### src/indexed_deque_store_top_macros.svh
// ----------------------------------------------------------------------------
// indexed_deque_store_top_macros
// Assertion macros used by the deque store top module.
// ----------------------------------------------------------------------------
`ifndef INDEXED_DEQUE_STORE_TOP_MACROS_SVH
`define INDEXED_DEQUE_STORE_TOP_MACROS_SVH

// same-cycle implication, disabled while in reset
`define IDQ_ASSERT_IMP(label, clk, rst_n, ante, cons) \
	label: assert property (@(posedge clk) disable iff (!rst_n) (ante) |-> (cons)) \
		else $error("deque store assertion failed");

// next-cycle implication, disabled while in reset
`define IDQ_ASSERT_NXT(label, clk, rst_n, ante, cons) \
	label: assert property (@(posedge clk) disable iff (!rst_n) (ante) |=> (cons)) \
		else $error("deque store assertion failed");

`endif

### src/idq_pkg.sv
// ----------------------------------------------------------------------------
// idq_pkg
// Operation codes, status codes and control types of the deque store.
// ----------------------------------------------------------------------------
package idq_pkg;

	localparam int POS_W = 4;
	localparam int OP_W  = 3;
	localparam int STAT_W = 2;

	localparam logic [OP_W-1:0] OP_PUSH_BACK  = 3'd0;
	localparam logic [OP_W-1:0] OP_PUSH_FRONT = 3'd1;
	localparam logic [OP_W-1:0] OP_POP_BACK   = 3'd2;
	localparam logic [OP_W-1:0] OP_POP_FRONT  = 3'd3;
	localparam logic [OP_W-1:0] OP_READ       = 3'd4;

	localparam logic [STAT_W-1:0] STAT_OK    = 2'd0;
	localparam logic [STAT_W-1:0] STAT_EMPTY = 2'd1;
	localparam logic [STAT_W-1:0] STAT_FULL  = 2'd2;
	localparam logic [STAT_W-1:0] STAT_RANGE = 2'd3;

	typedef enum logic {
		S_IDLE,
		S_RESP
	} state_t;

	// which response word the RAM read data feeds
	typedef enum logic [1:0] {
		SEL_NONE,
		SEL_READ,
		SEL_FRONT,
		SEL_BACK
	} sel_t;

endpackage

### src/idq_in_if.sv
// ----------------------------------------------------------------------------
// idq_in_if
// Request channel of the deque store: operation, word and read position.
// ----------------------------------------------------------------------------
interface idq_in_if #(
	parameter int WORD_WIDTH = 32
);
	logic                               valid;
	logic                               ready;
	logic [idq_pkg::OP_W-1:0]           operation;
	logic signed [WORD_WIDTH-1:0]       word_in;
	logic [idq_pkg::POS_W-1:0]          position;

	modport source (output valid, output operation, output word_in, output position,
		input ready);
	modport sink (input valid, input operation, input word_in, input position,
		output ready);
endinterface

### src/idq_out_if.sv
// ----------------------------------------------------------------------------
// idq_out_if
// Response channel of the deque store: status, read word, length and ends.
// ----------------------------------------------------------------------------
interface idq_out_if #(
	parameter int WORD_WIDTH = 32,
	parameter int CNT_W      = 5
);
	logic                           valid;
	logic                           ready;
	logic [idq_pkg::STAT_W-1:0]     status;
	logic signed [WORD_WIDTH-1:0]   word_read;
	logic [CNT_W-1:0]               count_after;
	logic signed [WORD_WIDTH-1:0]   front_word;
	logic signed [WORD_WIDTH-1:0]   back_word;

	modport source (output valid, output status, output word_read, output count_after,
		output front_word, output back_word, input ready);
	modport sink (input valid, input status, input word_read, input count_after,
		input front_word, input back_word, output ready);
endinterface

### src/idq_ram.sv
// ----------------------------------------------------------------------------
// idq_ram
// Generic single-write, single-read RAM with registered read data.
// ----------------------------------------------------------------------------
module idq_ram #(
	parameter int WIDTH = 32,
	parameter int DEPTH = 16
) (
	input  logic                     clk,
	input  logic                     wr_en,
	input  logic [$clog2(DEPTH)-1:0] wr_addr,
	input  logic [WIDTH-1:0]         wr_data,
	input  logic                     rd_en,
	input  logic [$clog2(DEPTH)-1:0] rd_addr,
	output logic [WIDTH-1:0]         rd_data
);
	logic [WIDTH-1:0] mem [DEPTH];

	always_ff @(posedge clk) begin
		if (wr_en) begin
			mem[wr_addr] <= wr_data;
		end
		if (rd_en) begin
			rd_data <= mem[rd_addr];
		end
	end
endmodule

### src/indexed_deque_store_top.sv
// ----------------------------------------------------------------------------
// indexed_deque_store_top
// Bounded deque of signed words in a circular RAM, with indexed read.
// ----------------------------------------------------------------------------
// Usage:
//   req carries one operation per transfer: push back, push front, pop back,
//   pop front or read at a position from the front. rsp returns one result
//   per request: status, word read, length, front word and back word after
//   the operation.
//   Latency: the result is valid the cycle after the request transfer.
//   The RAM has one read port with registered read data; the request
//   cycle does the write and the read, the next cycle presents the
//   result. Only one of word read, new front or new back ever needs the
//   RAM; the ends are kept in registers otherwise.
//   A new request is taken only once the result has transferred, so a
//   stalled rsp holds the result and keeps req.ready low.
//   Reset: the deque is empty, head at entry 0. RAM contents are not
//   cleared; only written entries are ever read. No clearing pass.
//   Unused operation codes change nothing and report ok.
// ----------------------------------------------------------------------------
`include "indexed_deque_store_top_macros.svh"

module indexed_deque_store_top #(
	parameter int DEPTH      = 16,
	parameter int WORD_WIDTH = 32
) (
	input  logic clk,
	input  logic arst_n,
	idq_in_if.sink    req,
	idq_out_if.source rsp
);
	import idq_pkg::*;

	localparam int AW   = $clog2(DEPTH);
	localparam int CW   = $clog2(DEPTH + 1);
	localparam int CMPW = (CW > POS_W) ? CW : POS_W;
	localparam logic [AW:0]   DEPTH_W = (AW + 1)'(DEPTH);
	localparam logic [CW-1:0] FULL_C  = CW'(DEPTH);

	state_t state_q, state_d;

	logic [AW-1:0]         front_q;
	logic [CW-1:0]         count_q;
	logic [WORD_WIDTH-1:0] front_word_q, back_word_q;
	logic [STAT_W-1:0]     status_q;
	sel_t                  sel_q;

	logic                  acc, done;
	logic                  wr_en, rd_en;
	logic [AW-1:0]         wr_addr, rd_addr;
	logic [WORD_WIDTH-1:0] rd_data;

	logic [AW-1:0]         front_d;
	logic [CW-1:0]         count_d;
	logic [WORD_WIDTH-1:0] front_word_d, back_word_d;
	logic [STAT_W-1:0]     status_d;
	sel_t                  sel_d;

	logic [CMPW-1:0]       pos_ext, cnt_ext;
	logic [CW-1:0]         cnt_m2;
	logic [AW-1:0]         front_m1;
	logic                  empty, full;

	// base + off modulo DEPTH, both operands below DEPTH
	function automatic logic [AW-1:0] wrap_add(input logic [AW-1:0] base,
		input logic [AW-1:0] off);
		logic [AW:0] sum;
		sum = {1'b0, base} + {1'b0, off};
		if (sum >= DEPTH_W) begin
			sum = sum - DEPTH_W;
		end
		return sum[AW-1:0];
	endfunction

	idq_ram #(
		.WIDTH(WORD_WIDTH),
		.DEPTH(DEPTH)
	) u_ram (
		.clk     (clk),
		.wr_en   (wr_en),
		.wr_addr (wr_addr),
		.wr_data (req.word_in),
		.rd_en   (rd_en),
		.rd_addr (rd_addr),
		.rd_data (rd_data)
	);

	assign acc  = req.valid && req.ready;
	assign done = rsp.valid && rsp.ready;

	assign empty    = (count_q == '0);
	assign full     = (count_q == FULL_C);
	assign pos_ext  = CMPW'(req.position);
	assign cnt_ext  = CMPW'(count_q);
	assign cnt_m2   = count_q - CW'(2);
	assign front_m1 = (front_q == '0) ? AW'(DEPTH - 1) : front_q - AW'(1);

	// operation decode and RAM access for the request cycle
	always_comb begin
		wr_en        = 1'b0;
		rd_en        = 1'b0;
		wr_addr      = wrap_add(front_q, count_q[AW-1:0]);
		rd_addr      = wrap_add(front_q, pos_ext[AW-1:0]);
		front_d      = front_q;
		count_d      = count_q;
		front_word_d = front_word_q;
		back_word_d  = back_word_q;
		status_d     = STAT_OK;
		sel_d        = SEL_NONE;
		unique case (req.operation)
			OP_PUSH_BACK: begin
				if (full) begin
					status_d = STAT_FULL;
				end else begin
					wr_en       = acc;
					count_d     = count_q + CW'(1);
					back_word_d = req.word_in;
					if (empty) begin
						front_word_d = req.word_in;
					end
				end
			end
			OP_PUSH_FRONT: begin
				wr_addr = front_m1;
				if (full) begin
					status_d = STAT_FULL;
				end else begin
					wr_en        = acc;
					front_d      = front_m1;
					count_d      = count_q + CW'(1);
					front_word_d = req.word_in;
					if (empty) begin
						back_word_d = req.word_in;
					end
				end
			end
			OP_POP_BACK: begin
				rd_addr = wrap_add(front_q, cnt_m2[AW-1:0]);
				if (empty) begin
					status_d = STAT_EMPTY;
				end else begin
					count_d = count_q - CW'(1);
					if (count_q == CW'(1)) begin
						front_word_d = '0;
						back_word_d  = '0;
					end else begin
						rd_en = acc;
						sel_d = SEL_BACK;
					end
				end
			end
			OP_POP_FRONT: begin
				rd_addr = wrap_add(front_q, AW'(1));
				if (empty) begin
					status_d = STAT_EMPTY;
				end else begin
					front_d = wrap_add(front_q, AW'(1));
					count_d = count_q - CW'(1);
					if (count_q == CW'(1)) begin
						front_word_d = '0;
						back_word_d  = '0;
					end else begin
						rd_en = acc;
						sel_d = SEL_FRONT;
					end
				end
			end
			OP_READ: begin
				if (pos_ext >= cnt_ext) begin
					status_d = STAT_RANGE;
				end else begin
					rd_en = acc;
					sel_d = SEL_READ;
				end
			end
			default: begin
			end
		endcase
	end

	always_comb begin
		state_d = state_q;
		unique case (state_q)
			S_IDLE: begin
				if (acc) begin
					state_d = S_RESP;
				end
			end
			S_RESP: begin
				if (done) begin
					state_d = S_IDLE;
				end
			end
			default: state_d = S_IDLE;
		endcase
	end

	always_comb begin
		req.ready       = (state_q == S_IDLE);
		rsp.valid       = (state_q == S_RESP);
		rsp.status      = status_q;
		rsp.count_after = count_q;
		rsp.word_read   = (sel_q == SEL_READ)  ? rd_data : '0;
		rsp.front_word  = (sel_q == SEL_FRONT) ? rd_data : front_word_q;
		rsp.back_word   = (sel_q == SEL_BACK)  ? rd_data : back_word_q;
	end

	always_ff @(posedge clk or negedge arst_n) begin
		if (!arst_n) begin
			state_q      <= S_IDLE;
			front_q      <= '0;
			count_q      <= '0;
			front_word_q <= '0;
			back_word_q  <= '0;
			status_q     <= STAT_OK;
			sel_q        <= SEL_NONE;
		end else begin
			state_q <= state_d;
			if (acc) begin
				front_q      <= front_d;
				count_q      <= count_d;
				front_word_q <= front_word_d;
				back_word_q  <= back_word_d;
				status_q     <= status_d;
				sel_q        <= sel_d;
			end else if (done) begin
				// fold the end word fetched from RAM back into its register
				if (sel_q == SEL_FRONT) begin
					front_word_q <= rd_data;
				end
				if (sel_q == SEL_BACK) begin
					back_word_q <= rd_data;
				end
				sel_q <= SEL_NONE;
			end
		end
	end

	`IDQ_ASSERT_IMP(a_count_bound, clk, arst_n, 1'b1, count_q <= FULL_C)
	`IDQ_ASSERT_NXT(a_rsp_follows, clk, arst_n, acc, rsp.valid)
	`IDQ_ASSERT_IMP(a_empty_ends_zero, clk, arst_n, rsp.valid && (rsp.count_after == '0),
		(rsp.front_word == '0) && (rsp.back_word == '0))
	`IDQ_ASSERT_NXT(a_pop_count, clk, arst_n,
		acc && !empty && ((req.operation == OP_POP_BACK) || (req.operation == OP_POP_FRONT)),
		count_q == $past(count_q) - CW'(1))

endmodule
### src/flat_wrapper.sv
// flat-port wrapper written by rule: the top's interface ports become plain ports
module indexed_deque_store_top_flat import idq_pkg::*;
#(
	parameter int DEPTH      = 16,
	parameter int WORD_WIDTH = 32
)
  (clk, arst_n, req_valid, req_operation, req_word_in, req_position, req_ready, rsp_valid, rsp_status, rsp_word_read, rsp_count_after, rsp_front_word, rsp_back_word, rsp_ready);
  idq_in_if #(.WORD_WIDTH(WORD_WIDTH)) req_i ();
  idq_out_if #(.WORD_WIDTH(WORD_WIDTH)) rsp_i ();
  input  logic clk;
  input  logic arst_n;
  input wire logic [$bits(req_i.valid)-1:0] req_valid;
  input wire logic [$bits(req_i.operation)-1:0] req_operation;
  input wire logic [$bits(req_i.word_in)-1:0] req_word_in;
  input wire logic [$bits(req_i.position)-1:0] req_position;
  output wire logic [$bits(req_i.ready)-1:0] req_ready;
  output wire logic [$bits(rsp_i.valid)-1:0] rsp_valid;
  output wire logic [$bits(rsp_i.status)-1:0] rsp_status;
  output wire logic [$bits(rsp_i.word_read)-1:0] rsp_word_read;
  output wire logic [$bits(rsp_i.count_after)-1:0] rsp_count_after;
  output wire logic [$bits(rsp_i.front_word)-1:0] rsp_front_word;
  output wire logic [$bits(rsp_i.back_word)-1:0] rsp_back_word;
  input wire logic [$bits(rsp_i.ready)-1:0] rsp_ready;
  assign req_i.valid = req_valid;
  assign req_i.operation = req_operation;
  assign req_i.word_in = req_word_in;
  assign req_i.position = req_position;
  assign req_ready = req_i.ready;
  assign rsp_valid = rsp_i.valid;
  assign rsp_status = rsp_i.status;
  assign rsp_word_read = rsp_i.word_read;
  assign rsp_count_after = rsp_i.count_after;
  assign rsp_front_word = rsp_i.front_word;
  assign rsp_back_word = rsp_i.back_word;
  assign rsp_i.ready = rsp_ready;
  indexed_deque_store_top #(.DEPTH(DEPTH), .WORD_WIDTH(WORD_WIDTH)) u_core (.clk(clk), .arst_n(arst_n), .req(req_i), .rsp(rsp_i));
endmodule
### config.mk
export PLATFORM = sky130hd
export DESIGN_NAME = indexed_deque_store_top_flat
export DESIGN_NICKNAME = d
export VERILOG_FILES = /design/src/idq_pkg.sv /design/src/idq_in_if.sv /design/src/idq_out_if.sv /design/src/idq_ram.sv /design/src/indexed_deque_store_top.sv /design/src/flat_wrapper.sv
export VERILOG_INCLUDE_DIRS = /design/src /design/src/src
export SDC_FILE = /design/constraint.sdc
export NUM_CORES = 1
export LEC_CHECK = 0
export ABC_CLOCK_PERIOD_IN_PS = 10000
export BUFFER_PORTS_ARGS = -buffer_cell sky130_fd_sc_hd__buf_2
export CELL_PAD_IN_SITES_DETAIL_PLACEMENT = 1
export CELL_PAD_IN_SITES_GLOBAL_PLACEMENT = 1
export CORE_MARGIN = 2
export CORE_UTILIZATION = 55
export CTS_BUF_LIST = sky130_fd_sc_hd__clkbuf_16
export CTS_CLUSTER_DIAMETER = 100
export DETAILED_ROUTE_END_ITERATION = 8
export GPL_ROUTABILITY_DRIVEN = 1
export PLACE_DENSITY_LB_ADDON = 0.1
export SLEW_MARGIN = 20
export SYNTH_ARGS = -nofsm -noshare
export SYNTH_HDL_FRONTEND = slang
export SYNTH_SLANG_ARGS = --single-unit
### constraint.sdc
create_clock -name clk -period 10 [get_ports clk]
set_input_delay 0.5 -clock clk [delete_from_list [all_inputs] [get_ports clk]]
set_output_delay 0.5 -clock clk [all_outputs]
set_load 0.02 [all_outputs]
# --- Word-level counts from Yosys, hierarchy flattened ---
# Memories as Yosys holds them, arrays and structs flattened. A register that Yosys moved wholly into a read port is not among the register bits.
# Index checks and enable logic that the tools add are counted.
totals:
  elab_cells: 110
  inputBits: 43
  reg_bits: 78
  mem_bits_rw: 512
  mem_count: 1
  output_inout_bits: 105
memory_table:
  columns: ["memory", "words", "width", "read_ports", "rd_ports_with_merged_regs", "write_ports", "line", "rtl"]
  rows:
  - ["u_core.u_ram.mem", 16, 32, 1, 1, 1, "idq_ram.sv:17", "logic [WIDTH-1:0] mem [DEPTH];"]
op_classes:
  n_bitwise: 1
  add_sub_neg: 12
  muxes: 50
  magnitude_cmp: 5
  n_reduce_logical: 14
  eq_ne: 20
op_table:
  columns: ["op", "n"]
  rows:
  - ["$mux 32", 12]
  - ["$pmux 32 s3", 2]
  - ["$mux 4", 8]
  - ["$ge 5x5->1 const B", 4]
  - ["$sub 4x1->4 const B", 5]
  - ["$ne 3x3->1 const B", 6]
  - ["$mux 2", 8]
  - ["$pmux 4 s2", 2]
  - ["$add 4x4->5", 3]
  - ["$reduce_and 7->1", 2]
  - ["$pmux 2 s3", 2]
  - ["$mux 1", 11]
  - ["$mux 5", 2]
  - ["$pmux 5 s2", 1]
  - ["$ne 2x2->1 const B", 4]
  - ["$reduce_and 4->1", 2]
  - ["$eq 3x2->1 const B", 2]
  - ["$reduce_bool 2->1", 3]
  - ["$add 4x1->5 const B", 1]
  - ["$add 5x1->5 const B", 1]
  - ["$eq 5x1->1 const B", 1]
  - ["$eq 5x5->1 const B", 1]
  - ["$ge 4x5->1", 1]
  - ["$logic_not 5->1", 1]
  - ["other kinds (13)", 17]

# --- Logic depth before layout (Yosys ltp) ---
# Gate-level depths: netlist (run 1).
logic_depth:
  ltp_word: 6
  mapped_depth: 15
  depth_no_buf: 12

# --- Modules after synthesis ---
# Synthesis (run 1) repeated with hierarchy kept, for this count alone.
unflattened:
  hier_cells: 1426
  area_unflattened_um2: 25923.6
by_module_without_submodules:
  columns: ["mod", "area_per_inst_um2", "seq_area_each_um2", "n_inst", "cells_per_inst"]
  rows:
  - ["idq_ram", 20155.6, 16335.7, 1, 838]
  - ["indexed_deque_store_top", 5768.0, 1951.9, 1, 588]

# --- Least setup slack after synthesis (run 1) ---
# No wires, ideal clock.
synth_timing:
  kind: "register to register"
  start: "register u_core.count_q[0], in the netlist u_core.rsp.count_after[0]"
  end: "memory u_core.u_ram.mem[15][0], enable pin"
  arrival_time_ns: 3.114
  setup_time_ns: 0.421
  required_time_ns: 9.579
  path_stages_with_launch: 8
  synth_period_minus_slack_ns: 3.536
  path_buffers: 0
  setup_slack_ns: 6.464
  path_cell_list: "dfrtp_1 -> ha_1 -> fa_1 -> nor2_1 -> a21oi_1 -> nor2b_1 -> nand2_1 -> nor2_1"
synth_between:
  elab_chain_len: 5
  word_cells_on_any_way: 10
  classes_between: "add/sub: 2; order compare: 1; eq/ne: 1; mux: 6"
synth_rtl:
  columns: ["element", "line", "rtl"]
  rows:
  - ["start: declaration", "indexed_deque_store_top.sv:43", "logic [CW-1:0] count_q;"]
  - ["start signal: assignment", "indexed_deque_store_top.sv:221", "count_q <= count_d;"]
  - ["parallel branches: the longest is 5 deep, another holds $add 4x4->5", null, null]
  - ["end: declaration", "idq_ram.sv:17", null]
# Parallel ways; which one is timed is not known.

# --- Final worst setup path (run 1) ---
layout_timing:
  start: "input req_operation[1]"
  end: "register u_core.u_ram.rd_data[6], read port of u_core.u_ram.mem (data pin)"
layout_between:
  elab_chain_len: 3
  word_cells_on_any_way: 6
  classes_between: "eq/ne: 3; mux: 2; reduce/logical: 1"
layout_rtl:
  columns: ["element", "line", "rtl"]
  rows:
  - ["start: declaration", "flat_wrapper.sv:13", "input wire logic [$bits(req_i.operation)-1:0] req_operation;"]
  - ["$eq 3x2->1", "indexed_deque_store_top.sv:110", "unique case (req.operation)"]
  - ["$reduce_or 2->1 (no line)", null, null]
  - ["$pmux 1 s2", "indexed_deque_store_top.sv:110", null]
  - ["end: declaration", "idq_ram.sv:15", "output logic [WIDTH-1:0] rd_data"]
# Several ways; a longest one is shown, not always the timed one.
# A chain may end at the register's enable or synchronous reset.

==> results of run 1 <==
placed cells by master, fill, tap and decap left out, types with 34 or more instances in the layout:
cell type	n
a22o_1	64
buf_2	146
clkbuf_16	68
dfrtp_1	78
edfxtp_1	544
mux2_1	38
mux2_2	63
mux2i_1	67
nand2_1	475
nand3_1	233
nand4_1	34
final cells by class:
type                       instances  area [µm²]
clock buffer                      68        1700
sequential                       622       18300
timing repair buffer             180        1000
multi-input combinational       1208        7700
fill                            4594       17800
antenna                            5        12.5
inverter                          12        45.0
clock inverter                    49         362
tap                              615         769
per-stage QoR:
step / power, µW / utilization / setup WS [ns] / instance area, µm²
after floorplan: 5870 / - / 6.46 / 26500
after global placement: 6850 / 0.583 / 5.72 / 27800
after detailed placement: 7030 / 0.583 / 5.53 / 27800
after CTS: 9420 / 0.627 / 6.07 / 29900
after global routing: 9820 / 0.627 / 5.90 / 29900
final: 9380 / 0.627 / 6.10 / 29900
layer usage:
layer,share of wire,global-route usage
met1,0.41,0.429
met5,0,0
met2,0.49,0.529
met4,0.028,0.112
met3,0.069,0.0429
how the worst max path moves through the flow:
stage	from	endpoint	depth (start not counted)
after global routing	req_operation[1]	u_core.u_ram.rd_data[6]	13
final	req_operation[1]	u_core.u_ram.rd_data[6]	13
after floorplan	u_core.rsp.count_after[0]	u_core.u_ram.mem[15][0]	7
after detailed placement	req_operation[1]	u_core.u_ram.rd_data[6]	13
after global placement	req_operation[1]	u_core.u_ram.rd_data[6]	13
after CTS	req_operation[1]	u_core.u_ram.rd_data[6]	13
state kept, by name, summed over array words and instances (netlist names):
| register | cells |
|---|---|
| u_core.rsp.count_after | 5 |
| u_core.u_ram.mem | 512 |
| u_core.rsp.status | 2 |
| u_core.u_ram.rd_data | 32 |
| u_core.front_q | 4 |
| u_core.front_word_q | 32 |
| u_core.rsp.valid | 1 |
| u_core.back_word_q | 32 |
| u_core.sel_q | 2 |
where the power goes:
part / internal, µW / switching [µW]
clock: 1360 / 1000
sequential: 3150 / 175
combinational: 1270 / 2420
total: 5780 / 3600
logic make-up (layout without fill, tap and decap cells):
family	after synthesis	count (layout)	share of synthesized area
AOI/OAI and AO/OA	142	142	0.0438
xor gates and xnor gates	18	18	0.00596
adders and majority gates	21	21	0.0105
buffers and inverters	133	309	0.0250
DFF	622	622	0.691
muxes	198	198	0.0853
other	0	5	0
and+or+nand+nor	829	829	0.139
timing repair:
action | CTS | global route
endpoints found under the hold margin | 19 | 0
hold buffers | 1 | 0
resized for setup | 0 | 0
==> metrics.yaml, run 1 <==
timing:
  rsz0062_at_grt: "false"
  maxSlewHeadroom: 0.268
  setup_violations: 0
  fmax_mhz: 257
  final.period_utilization: 0.390
  fin_tns_setup_ns: 0
  min_period_ns: 3.90
  clock_skew_ns: 0.0195
  holdWs_ns: 0.200
  maxSlewViolCount: 0
  worst_pin_slew_ns: 1.10
  hold_viol_final: 0
setup_path:
  crit_chain: "buf_2 -> nor2b_1 -> nand2_1 -> o21ai_0 -> inv_1 -> fa_1 -> xnor2_1 -> mux2_2 -> nor2_4 -> buf_4 -> a32oi_1 -> nand3_1 -> mux2i_1"
  r2r_start: "u_core.rsp.count_after[1]"
  startpoint_type: "primary input"
  worstPathMaxFanout: 64
  r2r-end: "u_core.u_ram.rd_data[6]"
  critPathRequiredTime_ns: 10.30
  path_delay_family: "buffers and inverters"
  slowest_delay_ns: 0.76
  ff2ff_path_depth: 11
  cp-end-kind: "flop"
  slowest_stage: "buf_4"
  crit_arrival_ns: 4.20
  path_buf_inv: 3
  path_class: "primary input to flop"
  ff2ff_setup_slack_ns: 6.21
finish:
  syn2layout_area_growth_pct: 12.9
  final_cells: 2759
  drive_above_1_share: 0.188
  nets: 2154
yosys:
  synth_commonest_cells: "544 x edfxtp_1, 478 x nand2_1, 233 x nand3_1"
  ys_warn_count: 0
  syn_inst: 1963
  synth.most_common_cell: "edfxtp_1"
  seq_area_frac_synth: 0.691
  yosysTopAreaCellShare: 0.617
  synth_edf_count: 544
  yosysTopAreaCell: "edfxtp_1"
  async_flop_share: 0.125
  ys_top_cells_by_area: "edfxtp_1 62%, dfrtp_1 7.4%, nand2_1 6.8%"
  ys_seq_elements: 622
  ys.flop_type: "edfxtp_1"
  synthesis.nets: 2027
  netlist_area_um2: 26500
  syn_area_per_cell_um2: 13.5
  synth_cell_type_count: 51
route:
  viasPerCell: 6.29
  ant_nets: 0
  firstDrtPassIters: 5
  drc: 0
  wl_per_cell_um: 28.1
  first_iter_violations: 1868
  vias: 17400
  totalWireLength_mm: 77.6
clock_network:
  cts_root_buf: "clkbuf_16"
  htreeDepth: 3
  clock_path_buffers: 3
  post-cts-setup-buffer-count: 0
  path_clk_slew_ns: 0.06
  numCtsBuffers: 66
  cts_sinks: 622
  cts_tree: "done"
  clk_latency_ns: 0.60
job:
  drv_cap: 0
placement:
  gp_congestion: 0.811
  hpwl_mm: 41.6
  numPortBuffers: 147
  placed_cells: 2636
outcome:
  status: "completed"
floorplanning:
  ios: 148
  initial_core_util: 0.556
  die_h_um: 223
  coreArea_um2: 47600
  dieArea_um2: 49900
  die_x_um: 223
  fp-row-count: 80
grt:
  antenna_found_initial: 4
  overflow: 0
  grt.total_usage: 0.316
  grt_max_degree: 147
  grt_first_pass_wirelength_mm: 117
  grt_pass1_vias: 18500
worst_hold_path:
  hp-class: "primary input to flop"
  hold_end: "u_core.rsp.valid"
  holdPathStages: 2
  worstHoldStart: "req_valid"
power:
  power_density_nw_per_um2: 314
  ir_worst_vdd_uv: 299
  p_leak_uw: 0.0113
(Power assumes the default switching activity.)
==> run 2: changes to the inputs <==
ABC_CLOCK_PERIOD_IN_PS = 3800   (was 10000)
CORE_UTILIZATION = 51   (was 55)
clock period = 3.8 ns   (was 10 ns; I/O delays follow)
==> run 2 against run 1 <==
  * Sequential power increased to 2.6 times the previous value
  * Clock power increased to 2.6 times the previous value
  * Final cell count increased by 3.7%
  * Combinational power increased to 2.8 times the previous value
  * Wire length increased by 2.4%
  * Utilization decreased by 3.1 points
  * Setup slack got worse by 5.6 ns
  * Via count decreased by 0.25%
  * Die area increased by 7.7%
  * Register-to-register slack got worse by 5.7 ns
  * Critical endpoint is now u_core.u_ram.rd_data[9]
  * Largest power group unchanged
  * Highest routed layer is now met5
==> metrics.yaml, run 2 (synthesis gave the netlist of run 1 again) <==
floorplanning:
  fp-row-count: 83  # was 80
  coreArea_um2: 51300  # was 47600 µm²
  die_h_um: 232  # was 223 µm
  dieArea_um2: 53700  # was 49900 µm²
  initial_core_util: 0.516  # was 0.556
  die_x_um: 232  # was 223 µm
  ios: 148  # unchanged
clock_network:
  post-cts-setup-buffer-count: 0  # unchanged
  cts_tree: "done"  # unchanged
  clock_path_buffers: 3  # unchanged
  htreeDepth: 3  # unchanged
  cts_sinks: 622  # unchanged
  post_cts_resized: 0  # unchanged
  cts_root_buf: "clkbuf_16"  # unchanged
  numCtsBuffers: 66  # unchanged
  path_clk_slew_ns: 0.06  # about the same
  hold_buffers: 22  # was 1
  clk_latency_ns: 0.60  # about the same
worst_hold_path:
  hold_end: "u_core.u_ram.mem[5][19]"  # was u_core.rsp.valid
  worstHoldStart: "req_word_in[19]"  # was req_valid
  hp-class: "primary input to flop"  # unchanged
  holdPathStages: 1  # was 2
route:
  first_iter_violations: 1512  # was 1868
  viasPerCell: 6.05  # was 6.29
  drc: 0  # unchanged
  wl_per_cell_um: 27.8  # was 28.1 µm
  totalWireLength_mm: 79.5  # was 77.6 mm
  ant_nets: 0  # unchanged
  vias: 17300  # was 17.4k
  firstDrtPassIters: 7  # was 5
finish:
  final_cell_mix: "544 x edfxtp_1, 475 x nand2_1, 233 x nand3_1, 146 x buf_2, 78 x dfrtp_1"  # unchanged
  drive_above_1_share: 0.191  # was 0.188
  largest_register: "u_core.u_ram.mem"  # unchanged
  nets: 2189  # was 2154
  final_area_um2: 30600  # was 29900 µm²
  final_common_cell: "edfxtp_1"  # unchanged
  final_cells: 2860  # was 2759
  largest_reg_flops: 512  # unchanged
  post-route-util: 0.596  # was 0.627
  syn2layout_area_growth_pct: 15.6  # was 12.9%
grt:
  antenna_found_initial: 7  # was 4
  grt_first_pass_wirelength_mm: 119  # was 117 mm
  grt_max_degree: 98  # was 147
  overflow: 0  # unchanged
  grt.total_usage: 0.300  # was 0.316
  grt_pass1_vias: 18600  # was 18.5k
setup_path:
  r2r_start: "u_core.rsp.count_after[1]"  # unchanged
  crit_arrival_ns: 3.67  # was 4.20 ns
  ff2ff_path_depth: 11  # unchanged
  cp-end-kind: "flop"  # unchanged
  worstPathMaxFanout: 23  # was 64
  path_class: "primary input to flop"  # unchanged
  critPathRequiredTime_ns: 4.13  # was 10.30 ns
  ff2ff_setup_slack_ns: 0.53  # was 6.21 ns
  r2r-end: "u_core.u_ram.rd_data[9]"  # was u_core.u_ram.rd_data[6]
  startpoint_type: "primary input"  # unchanged
timing:
  hold_viol_final: 0  # unchanged
  maxSlewViolCount: 0  # unchanged
  clock_skew_ns: 0.0141  # was 0.0195 ns
  maxSlewHeadroom: 0.256  # was 0.268
  min_period_ns: 3.34
  rsz0062_at_grt: "false"  # unchanged
  fmax_mhz: 299
  worst_pin_slew_ns: 1.11  # was 1.10 ns
  setup_violations: 0  # unchanged
  fin_tns_setup_ns: 0  # unchanged
  final.period_utilization: 0.879
job:
  drv_cap: 0  # unchanged
placement:
  gp_congestion: 0.809  # was 0.811
  numPortBuffers: 147  # unchanged
  hpwl_mm: 45.1  # was 41.6 mm
  placed_cells: 2715  # was 2636
  place_area_um2: 28400  # was 27800 µm²
power:
  ir_worst_vdd_uv: 645  # was 299 µV
  p_leak_uw: 0.0115  # was 0.0113 µW
  power_density_nw_per_um2: 819  # was 314 nW/µm²
outcome:
  status: "completed"  # unchanged
[run 2: cell count changes in the layout (fill, tap and decap cells not counted), moves of 2 or more]
| cell | before | now |
|---|---|---|
| buf_12 | 1 | 31 |
| inv_1 | 29 | 31 |
| dlygate4sd3_1 | 1 | 22 |
| bufinv_16 | 5 | 3 |
| inv_6 | 1 | 5 |
| clkinv_1 | 8 | 10 |
| buf_4 | 32 | 16 |
[run 2: layer usage]
metal / wire length, µm / part of all wire / track usage
met4: 2220 / 0.028 / 0.103
met1: 33500 / 0.42 / 0.402
met3: 4880 / 0.061 / 0.0462
met2: 38900 / 0.49 / 0.500
met5: 23 / 0.00029 / 0
[run 2: cell type report]
cell class,instances,area [µm²]
diodes,4,10.0
clock buffers,67,1680
clock inverters,52,334
fillers,4987,20700
inverters,12,45.0
multi-input cells,1208,7700
flip-flops and latches,622,18300
well taps,680,851
repair buffers,215,1690
[run 2: critical path, cell delays in order]
cell           delay [ns]
dlygate4sd3_1        0.56
buf_2                0.21
nor3b_2              0.32
nand2_1              0.09
o21ai_0              0.12
ha_1                 0.22
inv_1                0.06
fa_1                 0.40
xnor2_1              0.22
mux2i_1              0.21
nor2_4               0.46
buf_12               0.24
nand3_1              0.11
nand4_1              0.14
mux2i_1              0.10
[run 2: stage by stage]
step / hold slack [ns] / power [µW] / worst slack (ns)
2_1_floorplan: -0.106 / 15500 / 0.264
3_3_place_gp: 0.403 / 18500 / 0.571
3_5_place_dp: 0.411 / 19000 / 0.379
4_1_cts: 0.000862 / 25200 / 0.481
5_1_grt: 0.0223 / 26300 / 0.222
6_report: 0.0294 / 25000 / 0.458
[run 2: worst max-delay path by stage]
stage | from | end | slack (ns) | cells after the start
6_report | req_operation[0] | u_core.u_ram.rd_data[9] | 0.46 | 15
5_1_grt | req_operation[0] | u_core.u_ram.rd_data[9] | 0.22 | 15
4_1_cts | req_operation[0] | u_core.u_ram.rd_data[9] | 0.48 | 15
3_5_place_dp | req_operation[1] | u_core.u_ram.rd_data[9] | 0.38 | 14
3_3_place_gp | req_operation[1] | u_core.u_ram.rd_data[11] | 0.57 | 14
2_1_floorplan | u_core.rsp.count_after[0] | u_core.u_ram.mem[15][0] | 0.26 | 7
[run 2: report_power, final]
part           internal [µW]  switching [µW]
sequential              8290             457
combinational           3690            6480
clock                   3420            2710
==> run 3: changes to the inputs <==
CORE_UTILIZATION = 53   (was 51)
CTS_BUF_LIST = sky130_fd_sc_hd__clkbuf_2   (was sky130_fd_sc_hd__clkbuf_16)
==> run 3 against run 2 <==
  * Critical path depth fell by 11
  * Utilization rose by 2.9 points
  * Non-clock buffer count rose by 79
  * First-iteration DRC count rose by 6.2%
  * Worst hold slack improved by 0.14 ns
  * Clock power fell by 23%
  * Critical path type is now flop to output pin
  * Critical endpoint is now rsp_front_word[3]
  * Largest cell class unchanged
  * Highest routed layer unchanged
==> metrics.yaml, run 3 (synthesis gave the netlist of run 1 again) <==
floorplanning:
  coreArea_um2: 49200  # was 51300 µm²
  fp-row-count: 81  # was 83
  dieArea_um2: 51700  # was 53700 µm²
  die_h_um: 227  # was 232 µm
  initial_core_util: 0.538  # was 0.516
  ios: 148  # unchanged
  die_x_um: 227  # was 232 µm
setup_path:
  crit_arrival_ns: 3.40  # was 3.67 ns
  ff2ff_setup_slack_ns: 0.49  # was 0.53 ns
  startpoint_type: "flop"  # was primary input
  critPathRequiredTime_ns: 3.61  # was 4.13 ns
  r2r-end: "u_core.u_ram.mem[13][19]"  # was u_core.u_ram.rd_data[9]
  r2r_start: "u_core.rsp.count_after[0]"  # was u_core.rsp.count_after[1]
  ff2ff_path_depth: 7  # was 11
  worstPathMaxFanout: 19  # was 23
  path_class: "flop to output pin"  # was primary input to flop
  cp-end-kind: "output pin"  # was flop
worst_hold_path:
  hp-class: "primary input to flop"  # unchanged
  hold_end: "u_core.rsp.count_after[1]"  # was u_core.u_ram.mem[5][19]
  holdPathStages: 6  # was 1
  worstHoldStart: "req_operation[2]"  # was req_word_in[19]
timing:
  worst_pin_slew_ns: 1.06  # was 1.11 ns
  fin_tns_setup_ns: 0  # unchanged
  rsz0062_at_grt: "false"  # unchanged
  holdWs_ns: 0.171  # was 0.0294 ns
  maxSlewViolCount: 0  # unchanged
  setup_violations: 0  # unchanged
  final.period_utilization: 0.945  # was 0.879
  hold_viol_final: 0  # unchanged
  min_period_ns: 3.59  # was 3.34 ns
  fmax_mhz: 278  # was 299 MHz
  clock_skew_ns: 0.0846  # was 0.0141 ns
  maxSlewHeadroom: 0.295  # was 0.256
placement:
  numPortBuffers: 147  # unchanged
  gp_congestion: 0.828  # was 0.809
  hpwl_mm: 44.3  # was 45.1 mm
route:
  totalWireLength_mm: 79.6  # was 79.5 mm
  firstDrtPassIters: 5  # was 7
  ant_nets: 0  # unchanged
  vias: 18300  # was 17.3k
  first_iter_violations: 1606  # was 1512
  drc: 0  # unchanged
  viasPerCell: 5.91  # was 6.05
  wl_per_cell_um: 25.7  # was 27.8 µm
power:
  ir_worst_vdd_uv: 881  # was 645 µV
  p_leak_uw: 0.0119  # was 0.0115 µW
  power_density_nw_per_um2: 770  # was 819 nW/µm²
finish:
  final_cell_mix: "544 x edfxtp_1, 475 x nand2_1, 237 x clkbuf_2, 233 x nand3_1, 146 x buf_2"  # was 544 x edfxtp_1, 475 x nand2_1, 233 x nand3_1, 146 x buf_2, 78 x dfrtp_1
  drive_above_1_share: 0.244  # was 0.191
  largest_register: "u_core.u_ram.mem"  # unchanged
  final_common_cell: "edfxtp_1"  # unchanged
  nets: 2360  # was 2189
  largest_reg_flops: 512  # unchanged
  syn2layout_area_growth_pct: 16.2  # was 15.6%
  fillCellCount: 4930  # was 4987
grt:
  grt_first_pass_wirelength_mm: 117  # was 119 mm
  antenna_found_initial: 3  # was 7
  overflow: 0  # unchanged
  grt.total_usage: 0.313  # was 0.300
  grt_pass1_vias: 19300  # was 18.6k
  grt_max_degree: 82  # was 98
clock_network:
  clk_latency_ns: 1.39  # was 0.60 ns
  clock_path_buffers: 3  # unchanged
  cts_tree: "done"  # unchanged
  numCtsBuffers: 158  # was 66
  cts_root_buf: "clkbuf_2"  # was clkbuf_16
  post_cts_resized: 0  # unchanged
  cts_sinks: 622  # unchanged
  path_clk_slew_ns: 0.09  # was 0.06 ns
  htreeDepth: 4  # was 3
outcome:
  status: "completed"  # unchanged
job:
  drv_cap: 0  # unchanged
run 3: layer usage:
| layer | global-route usage | wire (µm) |
|---|---|---|
| met1 | 0.408 | 32800 |
| met2 | 0.512 | 39000 |
| met3 | 0.0714 | 5620 |
| met4 | 0.121 | 2180 |
| met5 | 0 | 15 |
run 3: final cells by class:
class                           count  area [µm²]  share of cell area
Antenna cell                        5        12.5            0.000407
Inverter                           12        45.0             0.00146
Clock buffer                      237        1190              0.0386
Timing Repair Buffer              294        2400              0.0779
Multi-Input combinational cell   1208        7700               0.250
Tap cell                          664         831              0.0270
Sequential cell                   622       18300               0.595
Clock inverter                     53         299             0.00972
run 3: how the worst max path moves through the flow:
stage | startpoint | endpoint | slack (ns) | cells after the start
after global placement | req_operation[1] | u_core.u_ram.rd_data[23] | 0.58 | 14
after detailed placement | req_operation[1] | u_core.u_ram.rd_data[7] | 0.46 | 14
final | u_core.sel_q[0] | rsp_front_word[3] | 0.21 | 4
after CTS | u_core.sel_q[0] | rsp_front_word[3] | 0.12 | 4
after global routing | u_core.sel_q[0] | rsp_front_word[3] | 0.14 | 4
after floorplan | u_core.rsp.count_after[0] | u_core.u_ram.mem[15][0] | 0.26 | 7
run 3: metrics by stage:
step	worst slack, ns	area, µm²	instances	total power, µW	utilization
3_3_place_gp	0.576	28300	2710	18500	0.577
4_1_cts	0.118	30700	3090	23800	0.625
6_report	0.208	30800	3095	23700	0.626
2_1_floorplan	0.264	26500	1963	15500	-
5_1_grt	0.144	30700	3091	25000	0.626
3_5_place_dp	0.457	28300	2710	19000	0.577
run 3: critical path, cell delays in order, from the launching register on:
cell	delay, ns
dfrtp_1	0.43
nand2b_2	0.60
buf_4	0.41
mux2_2	0.40
buf_2	0.16
run 3: where the power goes:
group	leakage, µW	switching, µW	internal, µW	total [µW]
combinational	0.00491	6500	3750	10200
sequential	0.00587	463	8280	8740
clock	0.00112	2820	1880	4700
run 3: what timing repair did:
| action | 4_1_cts | 5_1_grt |
|---|---|---|
| buffers inserted | 0 | 0 |
| hold buffers | 90 | 0 |
| endpoints found under the hold margin | 745 | 0 |
